File: src/stma_pkg.sv
// ----------------------------------------------------------------------------
// stma_pkg: shared types and constants for the sparse triplet matrix adder
// Item kinds, output select codes and the command/status bundles that run
// between the controller and the datapath.
// ----------------------------------------------------------------------------
package stma_pkg;

   localparam int DEF_MAX_A_ENTRIES = 16;
   localparam int DEF_MAX_B_ENTRIES = 16;

   localparam int IDX_W   = 8;
   localparam int VAL_W   = 16;
   localparam int SUM_W   = VAL_W + 1;
   localparam int ENTRY_W = 2 * IDX_W + VAL_W;

   // input item kinds
   localparam logic [1:0] KIND_LOAD_A = 2'd0;
   localparam logic [1:0] KIND_LOAD_B = 2'd1;
   localparam logic [1:0] KIND_FINISH = 2'd2;

   // what the output register takes on an emit
   localparam logic [1:0] EMIT_A      = 2'd0;
   localparam logic [1:0] EMIT_SUM    = 2'd1;
   localparam logic [1:0] EMIT_B      = 2'd2;
   localparam logic [1:0] EMIT_HEADER = 2'd3;

   typedef struct packed {
      logic       load;      // store req fields into A or B
      logic       capture;   // finish accepted: latch dims, clear emit count
      logic       clr_i;
      logic       inc_i;
      logic       clr_k;
      logic       inc_k;
      logic       emit;
      logic [1:0] emit_sel;
      logic       done;      // empty both stores, clear drop flag
   } cmd_type;

   typedef struct packed {
      logic a_empty;
      logic b_empty;
      logic i_end;       // A index reached A count
      logic i_last;      // A index on last A entry
      logic k_end;       // B index reached B count
      logic k_last;      // B index on last B entry
      logic pos_match;   // fetched A and B entries share a position
      logic sum_zero;    // their values sum to zero
   } status_type;

endpackage

File: src/stma_ctrl.sv
// ----------------------------------------------------------------------------
// stma_ctrl: sequencer for the sparse triplet matrix adder
// Takes load and finish beats, then walks both stores pairwise for the
// finish run and closes it with the header.
// ----------------------------------------------------------------------------
module stma_ctrl
   import stma_pkg::*;
(
   input  logic       clock,
   input  logic       reset,
   input  logic       start,
   input  logic [1:0] req_kind,
   input  status_type status,
   output cmd_type    cmd,
   output logic       busy
);

   localparam logic [2:0] ST_IDLE   = 3'd0;
   localparam logic [2:0] ST_A_WAIT = 3'd1;
   localparam logic [2:0] ST_A_CMP  = 3'd2;
   localparam logic [2:0] ST_B_WAIT = 3'd3;
   localparam logic [2:0] ST_B_CMP  = 3'd4;
   localparam logic [2:0] ST_HDR    = 3'd5;

   logic [2:0] state_ff;
   logic [2:0] state_in;

   always_ff @(posedge clock) begin
      if (reset) begin
         state_ff <= ST_IDLE;
      end else begin
         state_ff <= state_in;
      end
   end

   assign busy = (state_ff != ST_IDLE);

   always_comb begin
      cmd      = '0;
      state_in = state_ff;
      case (state_ff)
         ST_IDLE: begin
            if (start) begin
               if (req_kind inside {KIND_LOAD_A, KIND_LOAD_B}) begin
                  cmd.load = 1'b1;
               end else if (req_kind == KIND_FINISH) begin
                  cmd.capture = 1'b1;
                  cmd.clr_i   = 1'b1;
                  cmd.clr_k   = 1'b1;
                  if (!status.a_empty) begin
                     state_in = ST_A_WAIT;
                  end else if (!status.b_empty) begin
                     state_in = ST_B_WAIT;
                  end else begin
                     state_in = ST_HDR;
                  end
               end
            end
         end
         ST_A_WAIT: begin
            state_in = ST_A_CMP;
         end
         ST_A_CMP: begin
            if (status.k_end || status.pos_match) begin
               // this A entry is settled: emit it alone or as a nonzero sum
               if (status.k_end) begin
                  cmd.emit     = 1'b1;
                  cmd.emit_sel = EMIT_A;
               end else if (!status.sum_zero) begin
                  cmd.emit     = 1'b1;
                  cmd.emit_sel = EMIT_SUM;
               end
               cmd.clr_k = 1'b1;
               if (status.i_last) begin
                  cmd.clr_i = 1'b1;
                  state_in  = status.b_empty ? ST_HDR : ST_B_WAIT;
               end else begin
                  cmd.inc_i = 1'b1;
                  state_in  = ST_A_WAIT;
               end
            end else begin
               cmd.inc_k = 1'b1;
               state_in  = ST_A_WAIT;
            end
         end
         ST_B_WAIT: begin
            state_in = ST_B_CMP;
         end
         ST_B_CMP: begin
            if (status.i_end || status.pos_match) begin
               if (status.i_end) begin
                  cmd.emit     = 1'b1;
                  cmd.emit_sel = EMIT_B;
               end
               cmd.clr_i = 1'b1;
               if (status.k_last) begin
                  state_in = ST_HDR;
               end else begin
                  cmd.inc_k = 1'b1;
                  state_in  = ST_B_WAIT;
               end
            end else begin
               cmd.inc_i = 1'b1;
               state_in  = ST_B_WAIT;
            end
         end
         ST_HDR: begin
            cmd.emit     = 1'b1;
            cmd.emit_sel = EMIT_HEADER;
            cmd.done     = 1'b1;
            state_in     = ST_IDLE;
         end
         default: begin
            state_in = ST_IDLE;
         end
      endcase
   end

endmodule

File: src/stma_dpath.sv
// ----------------------------------------------------------------------------
// stma_dpath: stores, walk indexes and result register
// Two entry memories with registered reads, their fill counts, the position
// compare and value adder, and the one-cycle result strobe.
// ----------------------------------------------------------------------------
module stma_dpath
   import stma_pkg::*;
#(
   parameter int MAX_A_ENTRIES = DEF_MAX_A_ENTRIES,
   parameter int MAX_B_ENTRIES = DEF_MAX_B_ENTRIES,
   parameter int CNT_W         = $clog2(MAX_A_ENTRIES + MAX_B_ENTRIES + 1)
) (
   input  logic                    clock,
   input  logic                    reset,
   input  cmd_type                 cmd,
   output status_type              status,
   input  logic [1:0]              req_kind,
   input  logic [IDX_W-1:0]        req_row,
   input  logic [IDX_W-1:0]        req_col,
   input  logic signed [VAL_W-1:0] req_value,
   output logic                    rsp_valid,
   output logic [IDX_W-1:0]        rsp_out_row,
   output logic [IDX_W-1:0]        rsp_out_col,
   output logic signed [SUM_W-1:0] rsp_out_value,
   output logic [CNT_W-1:0]        rsp_entry_count,
   output logic                    rsp_is_header,
   output logic                    rsp_dropped,
   output logic                    rsp_last
);

   localparam int ACW = $clog2(MAX_A_ENTRIES + 1);
   localparam int BCW = $clog2(MAX_B_ENTRIES + 1);
   localparam int AAW = (MAX_A_ENTRIES > 1) ? $clog2(MAX_A_ENTRIES) : 1;
   localparam int BAW = (MAX_B_ENTRIES > 1) ? $clog2(MAX_B_ENTRIES) : 1;

   logic [ENTRY_W-1:0] a_mem_ff [MAX_A_ENTRIES];
   logic [ENTRY_W-1:0] b_mem_ff [MAX_B_ENTRIES];
   logic [ENTRY_W-1:0] a_q_ff;
   logic [ENTRY_W-1:0] b_q_ff;
   logic [ENTRY_W-1:0] new_entry;

   logic [ACW-1:0]   a_cnt_ff;
   logic [BCW-1:0]   b_cnt_ff;
   logic             ovf_ff;
   logic [ACW-1:0]   i_ff;
   logic [BCW-1:0]   k_ff;
   logic [IDX_W-1:0] dim_row_ff;
   logic [IDX_W-1:0] dim_col_ff;
   logic [CNT_W-1:0] n_ff;

   logic                    a_full;
   logic                    b_full;
   logic signed [SUM_W-1:0] a_ext;
   logic signed [SUM_W-1:0] b_ext;
   logic signed [SUM_W-1:0] sum;

   logic                    rsp_valid_ff;
   logic [IDX_W-1:0]        rsp_row_ff;
   logic [IDX_W-1:0]        rsp_col_ff;
   logic signed [SUM_W-1:0] rsp_value_ff;
   logic [CNT_W-1:0]        rsp_count_ff;
   logic                    rsp_hdr_ff;
   logic                    rsp_drop_ff;

   assign new_entry = {req_row, req_col, req_value};
   assign a_full    = (a_cnt_ff == ACW'(MAX_A_ENTRIES));
   assign b_full    = (b_cnt_ff == BCW'(MAX_B_ENTRIES));

   // memory writes
   always_ff @(posedge clock) begin
      if (cmd.load && req_kind == KIND_LOAD_A && !a_full) begin
         a_mem_ff[a_cnt_ff[AAW-1:0]] <= new_entry;
      end
      if (cmd.load && req_kind == KIND_LOAD_B && !b_full) begin
         b_mem_ff[b_cnt_ff[BAW-1:0]] <= new_entry;
      end
   end

   // registered reads at the walk indexes
   always_ff @(posedge clock) begin
      a_q_ff <= a_mem_ff[i_ff[AAW-1:0]];
      b_q_ff <= b_mem_ff[k_ff[BAW-1:0]];
   end

   // fill counts and drop flag
   always_ff @(posedge clock) begin
      if (reset || cmd.done) begin
         a_cnt_ff <= '0;
         b_cnt_ff <= '0;
         ovf_ff   <= 1'b0;
      end else if (cmd.load) begin
         if (req_kind == KIND_LOAD_A) begin
            if (a_full) begin
               ovf_ff <= 1'b1;
            end else begin
               a_cnt_ff <= a_cnt_ff + ACW'(1);
            end
         end else begin
            if (b_full) begin
               ovf_ff <= 1'b1;
            end else begin
               b_cnt_ff <= b_cnt_ff + BCW'(1);
            end
         end
      end
   end

   // walk indexes, header dims and emit count
   always_ff @(posedge clock) begin
      if (reset) begin
         i_ff <= '0;
         k_ff <= '0;
         n_ff <= '0;
      end else begin
         if (cmd.clr_i) begin
            i_ff <= '0;
         end else if (cmd.inc_i) begin
            i_ff <= i_ff + ACW'(1);
         end
         if (cmd.clr_k) begin
            k_ff <= '0;
         end else if (cmd.inc_k) begin
            k_ff <= k_ff + BCW'(1);
         end
         if (cmd.capture) begin
            n_ff <= '0;
         end else if (cmd.emit && cmd.emit_sel != EMIT_HEADER) begin
            n_ff <= n_ff + CNT_W'(1);
         end
      end
   end

   always_ff @(posedge clock) begin
      if (cmd.capture) begin
         dim_row_ff <= req_row;
         dim_col_ff <= req_col;
      end
   end

   assign a_ext = SUM_W'(signed'(a_q_ff[VAL_W-1:0]));
   assign b_ext = SUM_W'(signed'(b_q_ff[VAL_W-1:0]));
   assign sum   = a_ext + b_ext;

   always_comb begin
      status.a_empty   = (a_cnt_ff == '0);
      status.b_empty   = (b_cnt_ff == '0);
      status.i_end     = (i_ff == a_cnt_ff);
      status.i_last    = (i_ff == a_cnt_ff - ACW'(1));
      status.k_end     = (k_ff == b_cnt_ff);
      status.k_last    = (k_ff == b_cnt_ff - BCW'(1));
      status.pos_match = (a_q_ff[ENTRY_W-1:VAL_W] == b_q_ff[ENTRY_W-1:VAL_W]);
      status.sum_zero  = (sum == '0);
   end

   // result register, strobed for one cycle
   always_ff @(posedge clock) begin
      if (reset) begin
         rsp_valid_ff <= 1'b0;
      end else begin
         rsp_valid_ff <= cmd.emit;
      end
   end

   always_ff @(posedge clock) begin
      if (cmd.emit) begin
         rsp_count_ff <= '0;
         rsp_hdr_ff   <= 1'b0;
         rsp_drop_ff  <= 1'b0;
         case (cmd.emit_sel)
            EMIT_A: begin
               rsp_row_ff   <= a_q_ff[ENTRY_W-1 -: IDX_W];
               rsp_col_ff   <= a_q_ff[VAL_W +: IDX_W];
               rsp_value_ff <= a_ext;
            end
            EMIT_SUM: begin
               rsp_row_ff   <= a_q_ff[ENTRY_W-1 -: IDX_W];
               rsp_col_ff   <= a_q_ff[VAL_W +: IDX_W];
               rsp_value_ff <= sum;
            end
            EMIT_B: begin
               rsp_row_ff   <= b_q_ff[ENTRY_W-1 -: IDX_W];
               rsp_col_ff   <= b_q_ff[VAL_W +: IDX_W];
               rsp_value_ff <= b_ext;
            end
            default: begin
               rsp_row_ff   <= dim_row_ff;
               rsp_col_ff   <= dim_col_ff;
               rsp_value_ff <= '0;
               rsp_count_ff <= n_ff;
               rsp_hdr_ff   <= 1'b1;
               rsp_drop_ff  <= ovf_ff;
            end
         endcase
      end
   end

   assign rsp_valid       = rsp_valid_ff;
   assign rsp_out_row     = rsp_row_ff;
   assign rsp_out_col     = rsp_col_ff;
   assign rsp_out_value   = rsp_value_ff;
   assign rsp_entry_count = rsp_count_ff;
   assign rsp_is_header   = rsp_hdr_ff;
   assign rsp_dropped     = rsp_drop_ff;
   assign rsp_last        = rsp_hdr_ff;

endmodule

File: src/sparse_triplet_matrix_add_core.sv
// ----------------------------------------------------------------------------
// sparse_triplet_matrix_add_core: sparse matrix sum in triplet form
// Load beats fill the A and B stores; a finish beat emits C = A + B as
// triplets and ends with a header beat that carries dims and entry count.
// ----------------------------------------------------------------------------
// Loads: one beat per cycle while idle, busy stays low, nothing is returned.
// Finish: busy through the A pass, the B pass and the header; the inner scan
//   stops at the first position match, and each compare waits for the
//   registered read of each store in a wait state. The header strobes in
//   the first cycle busy is low again; entry beats come earlier, one at a
//   time.
// Reset (synchronous, active high) empties both stores and clears the drop
//   flag; results are never stalled by the receiver.
module sparse_triplet_matrix_add_core
   import stma_pkg::*;
#(
   parameter int MAX_A_ENTRIES = DEF_MAX_A_ENTRIES,
   parameter int MAX_B_ENTRIES = DEF_MAX_B_ENTRIES,
   parameter int CNT_W         = $clog2(MAX_A_ENTRIES + MAX_B_ENTRIES + 1)
) (
   input  logic                    clock,
   input  logic                    reset,
   // command beat
   input  logic                    start,
   output logic                    busy,
   input  logic [1:0]              req_kind,
   input  logic [IDX_W-1:0]        req_row,
   input  logic [IDX_W-1:0]        req_col,
   input  logic signed [VAL_W-1:0] req_value,
   // result beat
   output logic                    rsp_valid,
   output logic [IDX_W-1:0]        rsp_out_row,
   output logic [IDX_W-1:0]        rsp_out_col,
   output logic signed [SUM_W-1:0] rsp_out_value,
   output logic [CNT_W-1:0]        rsp_entry_count,
   output logic                    rsp_is_header,
   output logic                    rsp_dropped,
   output logic                    rsp_last
);

   cmd_type    cmd;
   status_type status;

   // Controller: accepts beats while idle, runs the A pass (each A entry
   // scans B for its first match), then the B pass (each B entry scans A
   // for any match), then the header, which also empties the stores.
   stma_ctrl u_ctrl (
      .clock    (clock),
      .reset    (reset),
      .start    (start),
      .req_kind (req_kind),
      .status   (status),
      .cmd      (cmd),
      .busy     (busy)
   );

   // Datapath: stores, counts, compare/add and the output register.
   stma_dpath #(
      .MAX_A_ENTRIES (MAX_A_ENTRIES),
      .MAX_B_ENTRIES (MAX_B_ENTRIES),
      .CNT_W         (CNT_W)
   ) u_dpath (
      .clock           (clock),
      .reset           (reset),
      .cmd             (cmd),
      .status          (status),
      .req_kind        (req_kind),
      .req_row         (req_row),
      .req_col         (req_col),
      .req_value       (req_value),
      .rsp_valid       (rsp_valid),
      .rsp_out_row     (rsp_out_row),
      .rsp_out_col     (rsp_out_col),
      .rsp_out_value   (rsp_out_value),
      .rsp_entry_count (rsp_entry_count),
      .rsp_is_header   (rsp_is_header),
      .rsp_dropped     (rsp_dropped),
      .rsp_last        (rsp_last)
   );

endmodule

File: config.mk
export PLATFORM = sky130hd
export DESIGN_NAME = sparse_triplet_matrix_add_core
export DESIGN_NICKNAME = d
export VERILOG_FILES = /design/src/stma_pkg.sv /design/src/stma_ctrl.sv /design/src/stma_dpath.sv /design/src/sparse_triplet_matrix_add_core.sv
export SDC_FILE = /design/constraint.sdc
export NUM_CORES = 1
export LEC_CHECK = 0
export BUFFER_PORTS_ARGS = -buffer_cell sky130_fd_sc_hd__buf_4
export CAP_MARGIN = 20
export CORE_UTILIZATION = 45
export CTS_CLUSTER_DIAMETER = 50
export DETAILED_ROUTE_END_ITERATION = 8
export PLACE_DENSITY = 0.6
export SETUP_SLACK_MARGIN = 0.4
export SYNTH_ARGS = -nofsm -noshare
export SYNTH_HDL_FRONTEND = slang
export SYNTH_SLANG_ARGS = --single-unit
File: constraint.sdc
create_clock -name clock -period 9.9 [get_ports clock]
set_input_delay 0.99 -clock clock [delete_from_list [all_inputs] [get_ports clock]]
set_output_delay 0.99 -clock clock [all_outputs]
set_load 0.01 [all_outputs]
# Word-level counts from Yosys, hierarchy flattened
# Memory sizes are Yosys's and may differ from the RTL's. A register that Yosys moved wholly into a read port is not among the register bits.
# Cells that the tools add are included.
[totals]
regBits = 88
latch_bits = 0
ram_bits = 1024
mem_bits_ro = 0
in_bits = 37
output_inout_bits = 44
elab_cells = 125
mem_count = 2
[op_classes]
addsub = 8
mul = 0
n_div = 0
order_cmp = 0
eq_ne = 21
n_shift = 0
mux = 47
bitwise = 3
reduce_logical = 28
[mem_list]
columns = ["name", "depth", "width", "rd", "rd_ports_with_merged_regs", "wr", "line_no", "rtl"]
rows = [
  ["u_dpath.a_mem_ff", 16, 32, 1, 1, 1, "stma_dpath.sv:36", "logic [ENTRY_W-1:0] a_mem_ff [MAX_A_ENTRIES];"],
  ["u_dpath.b_mem_ff", 16, 32, 1, 1, 1, "stma_dpath.sv:37", "logic [ENTRY_W-1:0] b_mem_ff [MAX_B_ENTRIES];"],
]
[op_table]
columns = ["op", "count"]
rows = [
  ["$pmux 17 s3", 1],
  ["$mux 3", 15],
  ["$pmux 8 s2", 2],
  ["$add 5x1->5 const B", 4],
  ["$eq 5x5->1", 4],
  ["$mux 1", 19],
  ["$add 16x16->17", 1],
  ["$logic_not 17->1", 1],
  ["$eq 16x16->1", 1],
  ["$pmux 3 s5", 1],
  ["$reduce_and 3->1", 4],
  ["$eq 5x5->1 const B", 2],
  ["$logic_not 5->1", 2],
  ["$sub 5x1->5 const B", 2],
  ["$pmux 3 s3", 1],
  ["$reduce_or 2->1", 4],
  ["$add 6x1->6 const B", 1],
  ["$eq 3x2->1 const B", 2],
  ["$eq 3x3->1 const B", 2],
  ["$mux 2", 3],
  ["$ne 2x2->1 const B", 3],
  ["$pmux 1 s2", 3],
  ["$logic_and 1x1->1", 5],
  ["$eq 2x1->1 const B", 2],
  ["13 further kinds", 22],
]

# Logic depth before layout (Yosys ltp)
# Gate-level depths: netlist of the first run.
[depth]
depth_word = 9
ltp_mapped = 12
depth_no_buf = 11

# Modules after synthesis
# From an unflattened synthesis of the first run, not the netlist that was laid out.
[unflattened]
hier_cells = 2083
area_unflattened_um2 = 45150.8
[modules_own_cells]
columns = ["module", "n_inst", "cells_each", "area_each_um2", "seq_area_each_um2"]
rows = [
  ["stma_dpath", 1, 2032, 44761.7, 34302.9],
  ["stma_ctrl", 1, 51, 389.1, 60.1],
]

# Worst setup path after synthesis of the first run
# Ideal clock, no wire load.
[synth_timing]
path_type = "reg2reg"
from = "register u_dpath.b_q_ff[0] (read register of u_dpath.b_mem_ff)"
to = "register u_dpath.rsp_drop_ff, in the netlist u_dpath.rsp_dropped, enable pin"
setup_ns = 0.445
arrival_ns = 4.189
required_time_ns = 9.455
setup_slack_ns = 5.266
stages_incl_launch_ff = 11
n_path_buf = 0
period_less_slack_ns = 4.634
path_cell_list = "dfxtp_1 > ha_1 > fa_1 > a21o_1 > a221o_1 > a41o_1 > xor2_1 > and4bb_1 > nor4b_4 > and3b_1 > o21ai_1"
[synth_rtl]
columns = ["element", "line_no", "rtl"]
rows = [
  ["from (decl)", "stma_dpath.sv:39", "logic [ENTRY_W-1:0] b_q_ff;"],
  ["to (signal assigned)", "stma_dpath.sv:191", "rsp_drop_ff <= ovf_ff;"],
  ["to (decl)", "stma_dpath.sv:63", "logic rsp_drop_ff;"],
]

# Worst setup path in the final report of the first run
[layout_timing]
from = "register u_dpath.b_q_ff[0] (read register of u_dpath.b_mem_ff)"
to = "register u_dpath.rsp_value_ff[11], in the netlist u_dpath.rsp_out_value[11] (data pin)"
[layout_between]
elab_chain_cells = 8
elab_cells_between_ends = 10
classes_between = "1 x add/sub; 2 x eq/ne; 5 x mux; 2 x reduce/logical"
[layout_lines]
columns = ["element", "line_no", "rtl"]
rows = [
  ["$add 16x16->17 *", "stma_dpath.sv:142", "assign sum = a_ext + b_ext;"],
  ["$logic_not 17->1", "stma_dpath.sv:152", "status.sum_zero = (sum == '0);"],
  ["$mux 3", "stma_ctrl.sv:69", "end else if (!status.sum_zero) begin"],
  ["$mux 3", "stma_ctrl.sv:66", "if (status.k_end) begin"],
  ["$mux 3", "stma_ctrl.sv:64", "if (status.k_end || status.pos_match) begin"],
  ["$pmux 3 s3", "stma_ctrl.sv:41", "case (state_ff)"],
  ["$eq 2x2->1, or another cell as far along", "stma_dpath.sv:169", "case (cmd.emit_sel)"],
  ["$pmux 17 s3 *", "stma_dpath.sv:169", ""],
  ["to (signal assigned)", "stma_dpath.sv:173", "rsp_value_ff <= a_ext;"],
  ["to (signal assigned)", "stma_dpath.sv:178", "rsp_value_ff <= sum;"],
  ["to (signal assigned)", "stma_dpath.sv:183", "rsp_value_ff <= b_ext;"],
  ["to (decl)", "stma_dpath.sv:60", "logic signed [SUM_W-1:0] rsp_value_ff;"],
]
# Every way passes the cells marked *; elsewhere a longest branch is shown, timed or not.
# A chain may end at the register's enable or synchronous reset.

==> results of run 1 <==
-- critical path, delay by kind of cell (launching register included) --
kind	cells	cell delay [ns]
compound gates	5	1.91
fa+ha+maj	2	0.66
simple gates	3	0.64
flops	1	0.32
xor+xnor	1	0.19
-- sequential cells by signal, summed over array words and instances (netlist names), 6 cells and up --
name,flops
u_dpath.rsp_out_col,8
u_dpath.dim_col_ff,8
u_dpath.a_q_ff,32
u_dpath.dim_row_ff,8
u_dpath.rsp_out_row,8
u_dpath.rsp_entry_count,6
u_dpath.n_ff,6
u_dpath.b_mem_ff,512
u_dpath.rsp_out_value,17
u_dpath.b_q_ff,32
u_dpath.a_mem_ff,512
-- cell type report --
| type | instances | area [um2] | area share |
|---|---|---|---|
| Sequential cell | 1176 | 34400 | 0.663 |
| Multi-Input combinational cell | 768 | 10400 | 0.201 |
| Clock buffer | 181 | 3790 | 0.0730 |
| Tap cell | 1287 | 1610 | 0.0310 |
| Timing Repair Buffer | 134 | 1010 | 0.0194 |
| Clock inverter | 62 | 611 | 0.0118 |
| Inverter | 13 | 48.8 | 0.000940 |
-- synthesized netlist by cell type (all sizes together) (9+ instances only) --
cell	instances
nor3	11
a22o	10
dfxtp	95
a21oi	21
mux2i	11
a21o	16
inv	13
a22oi	16
o21ai	12
clkbuf	64
buf	34
xnor2	35
nor2	64
mux4	320
edfxtp	1081
nand3	9
xor2	23
and2	11
nand2	76
ha	29
nand4	12
-- final timing paths --
check	endpoint	slack, ns
min	u_dpath.n_ff[5]	0.47
max	u_dpath.rsp_out_value[11]	5.91
min reg2reg	u_dpath.n_ff[5]	0.47
max reg2reg	u_dpath.rsp_out_value[11]	5.91
-- cells by family after synthesis --
logic type	after synthesis	synth area share
xor gates and xnor gates	58	0.0113
DFF	1176	0.764
adders and majority gates	30	0.00851
muxes	332	0.163
AOI/OAI and AO/OA	115	0.0189
and+or+nand+nor	233	0.0254
buffers and inverters	111	0.00948
-- through the flow --
stage	cell area (um2)	total power, mW
2_1_floorplan	45000	7.22
3_3_place_gp	47500	7.90
3_5_place_dp	47500	7.92
4_1_cts	51900	12.8
5_1_grt	51900	13.1
6_report	51900	12.7
-- metal layers --
layer | vias to the layer above | track usage | wire length, um
li1 | 8949 | - | -
met1 | 11600 | 0.319 | 47200
met2 | 791 | 0.334 | 51100
met3 | 153 | 0.0451 | 7710
met4 | 2 | 0.0647 | 2370
met5 | - | 0 | 7
-- power by group through the flow --
stage               logic [mW]  clock network, mW  registers, mW
finish                    1.94               4.85           5.88
global route              2.09               5.13           5.90
CTS                       1.95               4.93           5.88
detailed placement        1.95                  0           5.98
global placement          1.92                  0           5.98
floorplan                 1.32                  0           5.91
==> summary.txt, run 1 <==
Run status
  • Outcome: finished, final reports clean

Setup path
  • Worst setup EP type: flip-flop
  • Critical path's slowest cell: a21oi_2
  • Cell mode on critical path: a221o_1
  • Critical Path Start: u_dpath.b_q_ff[0]
  • FF-to-FF path depth: 11
  • Critical R2R Launch: u_dpath.b_q_ff[0]
  • CP arrival: 4.46 ns
  • CP peak stage delay: 0.72 ns
  • CP Max Fanout: 16
  • WP data required: about 10 ns
  • Critical Setup Path Class: reg -> reg
  • Ordered cell list for the critical path: ha_1 > fa_1 > a21o_1 > a221o_1 > a41o_1 > xor2_1 > and4bb_1 > nor4b_4 > a21oi_2 > nor3_2 > a221o_1
  • Worst Setup Start Kind: flip-flop

Power and ir drop
  • Cell area power density: roughly 240 mW/mm2
  • P_leak: around 16 nW
  • Reg power frac: 0.464
  • Comb power frac: 0.153
  • Worst VDD drop: 0.182 mV
  • Clock power frac: 0.383
  • Psw: 3.19 mW
  • Switching share of power: 0.252
  • Internal: roughly 9.5 mW

STA
  • Worst Tran Pin Value: 1.04 ns
  • Final setup TNS: 0 ns
  • Final worst slack: about 5.9 ns
  • Final Max Tran Viols: 0
  • Final Cycle Share: 0.403
  • Max Clock Freq: 251 MHz
  • Final Skew: approximately 0.028 ns
  • Hold WS: 0.472 ns
  • RSZ-0062 raised after global routing: no
  • Final Hold Viols: 0
  • Final setup viols: 0
  • Min Clock Period, post-route: 3.99 ns
  • Max_slew headroom: 0.307

Floorplanning
  • Core area: 0.0987 mm2
  • Chip width: 318 um
  • Row cnt: approximately 120
  • Die Area: 0.101 mm2
  • I/O pin count: 81
  • Die Ht: around 320 um
  • Starting density of the core: 0.456

Synth
  • Post-Syn Instances: 2055
  • Synthesized Nets: 2122
  • EDFF count, synth: 1081
  • Synth warnings: 0
  • Avg Cell Area, Syn: 21.9 um2
  • Share of the synthesized area in the top cell type: 0.721
  • FFs w/ async S/R, synth: 0
  • Ranking of synthesized cells by area: edfxtp_1 (72%), mux4_2 (16%), dfxtp_1 (4.2%)
  • Synth area leader: edfxtp_1
  • Sequential-to-total area share from yosys stat: 0.764
  • Mapped Area: ~0.045 mm2
  • Post-synth top flop: edfxtp_1
  • Yosys reg bits: 1176
  • Distinct cells, synth: 65

CTS
  • CTS hold repair buffers: 0
  • Resized cells post-CTS: 0
  • Num CTS Buffers: 133
  • H-tree Lvls: 4
  • Clock-pin transition on the worst setup and hold timing paths: roughly 0.06 ns
  • CTS tree: yes
  • Skew-Pair Late Insertion Delay: 0.73 ns
  • # clock sinks: 1176
  • CTS Buffer Depth: 3
  • Root Buffer Master: clkbuf_16
  • Post CTS Setup Buffer Count: 0

Layout
  • Fillers: 7606
  • Layout Cells excl Fill: 3621
  • Final #Nets: 2293
  • Commonest non-fill, non-tap cell in the layout: edfxtp_1
  • Diode count: 0
  • Syn-to-layout area delta: 15.3%
  • Layout cells sized above 1: 0.301
  • Commonest cells after routing, fill and taps aside: edfxtp_1 (1081), mux4_2 (320), clkbuf_16 (141)
  • Post-layout util: 0.526

Drt
  • Wire per inst: 29.9 um
  • DR vias/cell: 5.93
  • Total wire length: 108000 um
  • Pre-antenna DRT Iters: 5
  • Via count: 21500
  • DR iter-0 viols: 2191
  • Post-route ant nets: 0
  • Remaining DRCs: 0

Placement
  • Placed cell count: 3378
  • Input/output buffers: 80
  • GPL Wtd Cong: 0.870
  • Place WS: between 5 and 6 ns
  • Dpl hpwl: 59600 um

Global route
  • Grt total ovfl: 0
  • GRT Total Usage: 0.219
  • Largest net degree at the start of global routing: 57
  • Antenna violations before repair: 3
  • Vias in the first global route: between 20000 and 25000
  • First-pass GRT wire length: 157000 um

Min path
  • Hold crit path type: reg -> reg
  • Cells on Worst Hold Path: 2
  • Worst hold start: u_dpath.n_ff[5]

Run
  • MaxCap Viol Count: 0
Note: power is estimated with default switching activity, not from simulation.
==> inputs of run 2 (changes only) <==
--- a/config.mk
+++ b/config.mk
@@ -10,7 +10,7 @@
 export CORE_UTILIZATION = 45
 export CTS_CLUSTER_DIAMETER = 50
 export DETAILED_ROUTE_END_ITERATION = 8
-export PLACE_DENSITY = 0.6
+export PLACE_DENSITY = 0.63
 export SETUP_SLACK_MARGIN = 0.4
 export SYNTH_ARGS = -nofsm -noshare
 export SYNTH_HDL_FRONTEND = slang
==> constraint.sdc (replaced) <==
create_clock -name clock -period 3.6 [get_ports clock]
set_input_delay 0.36 -clock clock [delete_from_list [all_inputs] [get_ports clock]]
set_output_delay 0.36 -clock clock [all_outputs]
set_load 0.01 [all_outputs]
==> summary.txt, run 2 (synthesis gave the netlist of run 1 again) <==
Placement
  • Dpl hpwl: 57300 um (-3.9%)
  • Input/output buffers: 80 (unchanged)
  • GPL Wtd Cong: 0.834 (-4.2%)
  • Place WS: 0.191 ns (-5.78 ns)

Run status
  • Outcome: finished, final reports clean

Global route
  • Antenna violations before repair: 4 (+1)
  • Vias in the first global route: 22200 (-0.31%)
  • Grt total ovfl: 0 (unchanged)
  • First-pass GRT wire length: 154000 um (-1.9%)
  • Largest net degree at the start of global routing: 80 (+40%)
  • GRT Total Usage: 0.211 (-0.00744)

Floorplanning
  • Row cnt: 115 (unchanged)
  • Starting density of the core: 0.456 (unchanged)
  • Die Ht: 318 um (unchanged)
  • Core area: 0.0987 mm2 (unchanged)
  • I/O pin count: 81 (unchanged)
  • Chip width: 318 um (unchanged)
  • Die Area: 0.101 mm2 (unchanged)

Setup path
  • WP buf/inv: 2 (+2)
  • CP top delay family: compound AO/OA/AOI/OAI gates
  • CP peak stage delay: 0.34 ns (-0.38 ns)
  • Cell mode on critical path: a221o_1
  • CP Max Fanout: 6 (-10)
  • Critical R2R Launch: u_dpath.b_q_ff[0]
  • Flop2flop setup slack: 0.24 ns (-5.67 ns)
  • Critical Setup Path Class: reg -> reg
  • Reg2reg end: u_dpath.rsp_out_value[7]
  • Critical path's slowest cell: dfxtp_2
  • Worst Setup Start Kind: flip-flop
  • CP arrival: 3.79 ns (-0.67 ns)
  • Worst setup EP type: flip-flop
  • FF-to-FF path depth: 13 (+2)
  • Ordered cell list for the critical path: ha_4 > fa_2 > a21o_1 > a221o_1 > a41o_1 > xor2_1 > and4bb_1 > nor4b_4 > buf_4 > a21oi_4 > buf_6 > o21a_1 > a221o_1
  • WP data required: 4.02 ns (-6.35 ns)

STA
  • Final Hold Viols: 0 (unchanged)
  • Final Max Tran Viols: 0 (unchanged)
  • Final setup viols: 0 (unchanged)
  • Max_slew headroom: 0.373 (+0.0653)
  • RSZ-0062 raised after global routing: yes
  • Max Clock Freq: 297 MHz (+19%)
  • Final Skew: 0.0348 ns (+0.00652 ns)
  • Worst Tran Pin Value: 0.941 ns (-0.0954 ns)
  • Final Cycle Share: 0.934 (+0.531)
  • Min Clock Period, post-route: 3.36 ns (-0.626 ns)
  • Final worst slack: 0.236 ns (-5.67 ns)

Min path
  • Cells on Worst Hold Path: 4 (+2)
  • Hold Path End: u_dpath.ovf_ff
  • Worst hold start: req_kind[1]
  • Hold crit path type: in -> reg

Layout
  • Commonest cells after routing, fill and taps aside: edfxtp_1 (1081), mux4_2 (320), clkbuf_16 (122)
  • Fillers: 7491 (-1.5%)
  • Layout cells sized above 1: 0.305 (+0.00380)
  • Final #Nets: 2307 (+0.61%)
  • Diode count: 0 (unchanged)
  • Area of the multi-input gates: 0.0106 mm2 (+1.2%)
  • Commonest non-fill, non-tap cell in the layout: edfxtp_1
  • Combined flip-flop and latch cell area: 0.0344 mm2 (unchanged)
  • Post-layout util: 0.528 (+0.00264)
  • Syn-to-layout area delta: 15.9%

Power and ir drop
  • Cell area power density: 652 mW/mm2 (+170%)
  • P_leak: 16.3 nW (-0.19%)
  • Worst VDD drop: 0.372 mV (+100%)

CTS
  • Skew-Pair Late Insertion Delay: 0.70 ns (-0.03 ns)
  • Num CTS Buffers: 119 (-11%)
  • CTS Buffer Depth: 3 (unchanged)
  • Clock-pin transition on the worst setup and hold timing paths: 0.06 ns (about the same)
  • Root Buffer Master: clkbuf_16
  • # clock sinks: 1176 (unchanged)
  • H-tree Lvls: 3 (-1)
  • CTS tree: yes

Drt
  • Remaining DRCs: 0 (unchanged)
  • Total wire length: 106000 um (-2.4%)
  • Via count: 21500 (+0.38%)
  • Wire per inst: 29.2 um (-2.6%)
  • DR iter-0 viols: 1947 (-11%)
  • DR vias/cell: 5.94 (+0.18%)
  • Post-route ant nets: 0 (unchanged)
  • Pre-antenna DRT Iters: 5 (unchanged)

Run
  • MaxCap Viol Count: 0 (unchanged)
run 2: changes by cell type in the layout (fill, tap and decap cells not counted), sizes merged:
cell | previous run | this run
buf | 134 | 161
bufinv | 7 | 8
clkbuf | 181 | 160
clkinv | 38 | 40
clkinvlp | 6 | 5
dlygate4sd3 | 0 | 1
inv | 24 | 22
run 2: area by class of cell:
class,count,share of cell area
Clock buffer,160,0.0628
Clock inverter,62,0.0108
Multi-Input combinational cell,768,0.203
Timing Repair Buffer,162,0.0326
Inverter,13,0.000936
Sequential cell,1176,0.659
Tap cell,1287,0.0309
run 2: worst min-delay path: cells and delay by family:
family                 cells  cell delay [ns]
buffers and inverters      1             0.12
AND/OR/NAND/NOR            2             0.12
AO/OA/AOI/OAI              1             0.12
run 2: how the worst max path moves through the flow:
| stage | startpoint | end | slack [ns] | depth (start not counted) |
|---|---|---|---|---|
| 6_report | u_dpath.b_q_ff[0] | u_dpath.rsp_out_value[7] | 0.24 | 13 |
| 5_1_grt | u_dpath.b_q_ff[0] | u_dpath.rsp_out_value[7] | 0.06 | 13 |
| 4_1_cts | u_dpath.b_q_ff[0] | u_dpath.rsp_out_value[7] | 0.22 | 13 |
| 3_5_place_dp | u_dpath.a_q_ff[0] | u_dpath.rsp_out_value[7] | 0.19 | 12 |
| 3_3_place_gp | u_dpath.a_q_ff[0] | u_dpath.rsp_out_value[7] | 0.22 | 12 |
| 2_1_floorplan | u_dpath.a_cnt_ff[3] | u_dpath.a_mem_ff[11][0] | -0.07 | 7 |
run 2: where the power goes:
group | internal [mW] | leakage (nW) | total (mW) | switching [mW]
Clock | 6.96 | 1.86 | 12.0 | 5.07
Sequential | 15.6 | 10.5 | 16.1 | 0.455
Combinational | 2.83 | 3.91 | 5.89 | 3.06
run 2: stage by stage:
step	cells	TNS (ns)	hold slack (ns)	cell area [um2]	power (mW)
after detailed placement	3391	0	0.471	48000	21.9
after global routing	3628	0	0.0624	52200	35.2
after floorplan	2055	-9.48	0.429	45100	19.9
final	3628	0	0.0600	52200	34.0
after CTS	3628	0	0.00633	52100	34.3
after global placement	3391	0	0.458	48000	21.9
run 2: timing repair:
item	in CTS	in global routing
pin swaps	8	1
setup endpoints to repair	62	138
cloned	3	0
buffers inserted	11	0
hold endpoints to repair	8	0
hold buffers	1	0
resized for setup	13	16
run 2: per-layer routing:
layer  vias to the layer above  wire [um]  global-route usage
met2                       830      51300               0.338
met5                         -         46                   0
met3                       162       7560              0.0380
met1                     11600      44500               0.298
met4                         8       2400              0.0622
li1                       8967          -                   -
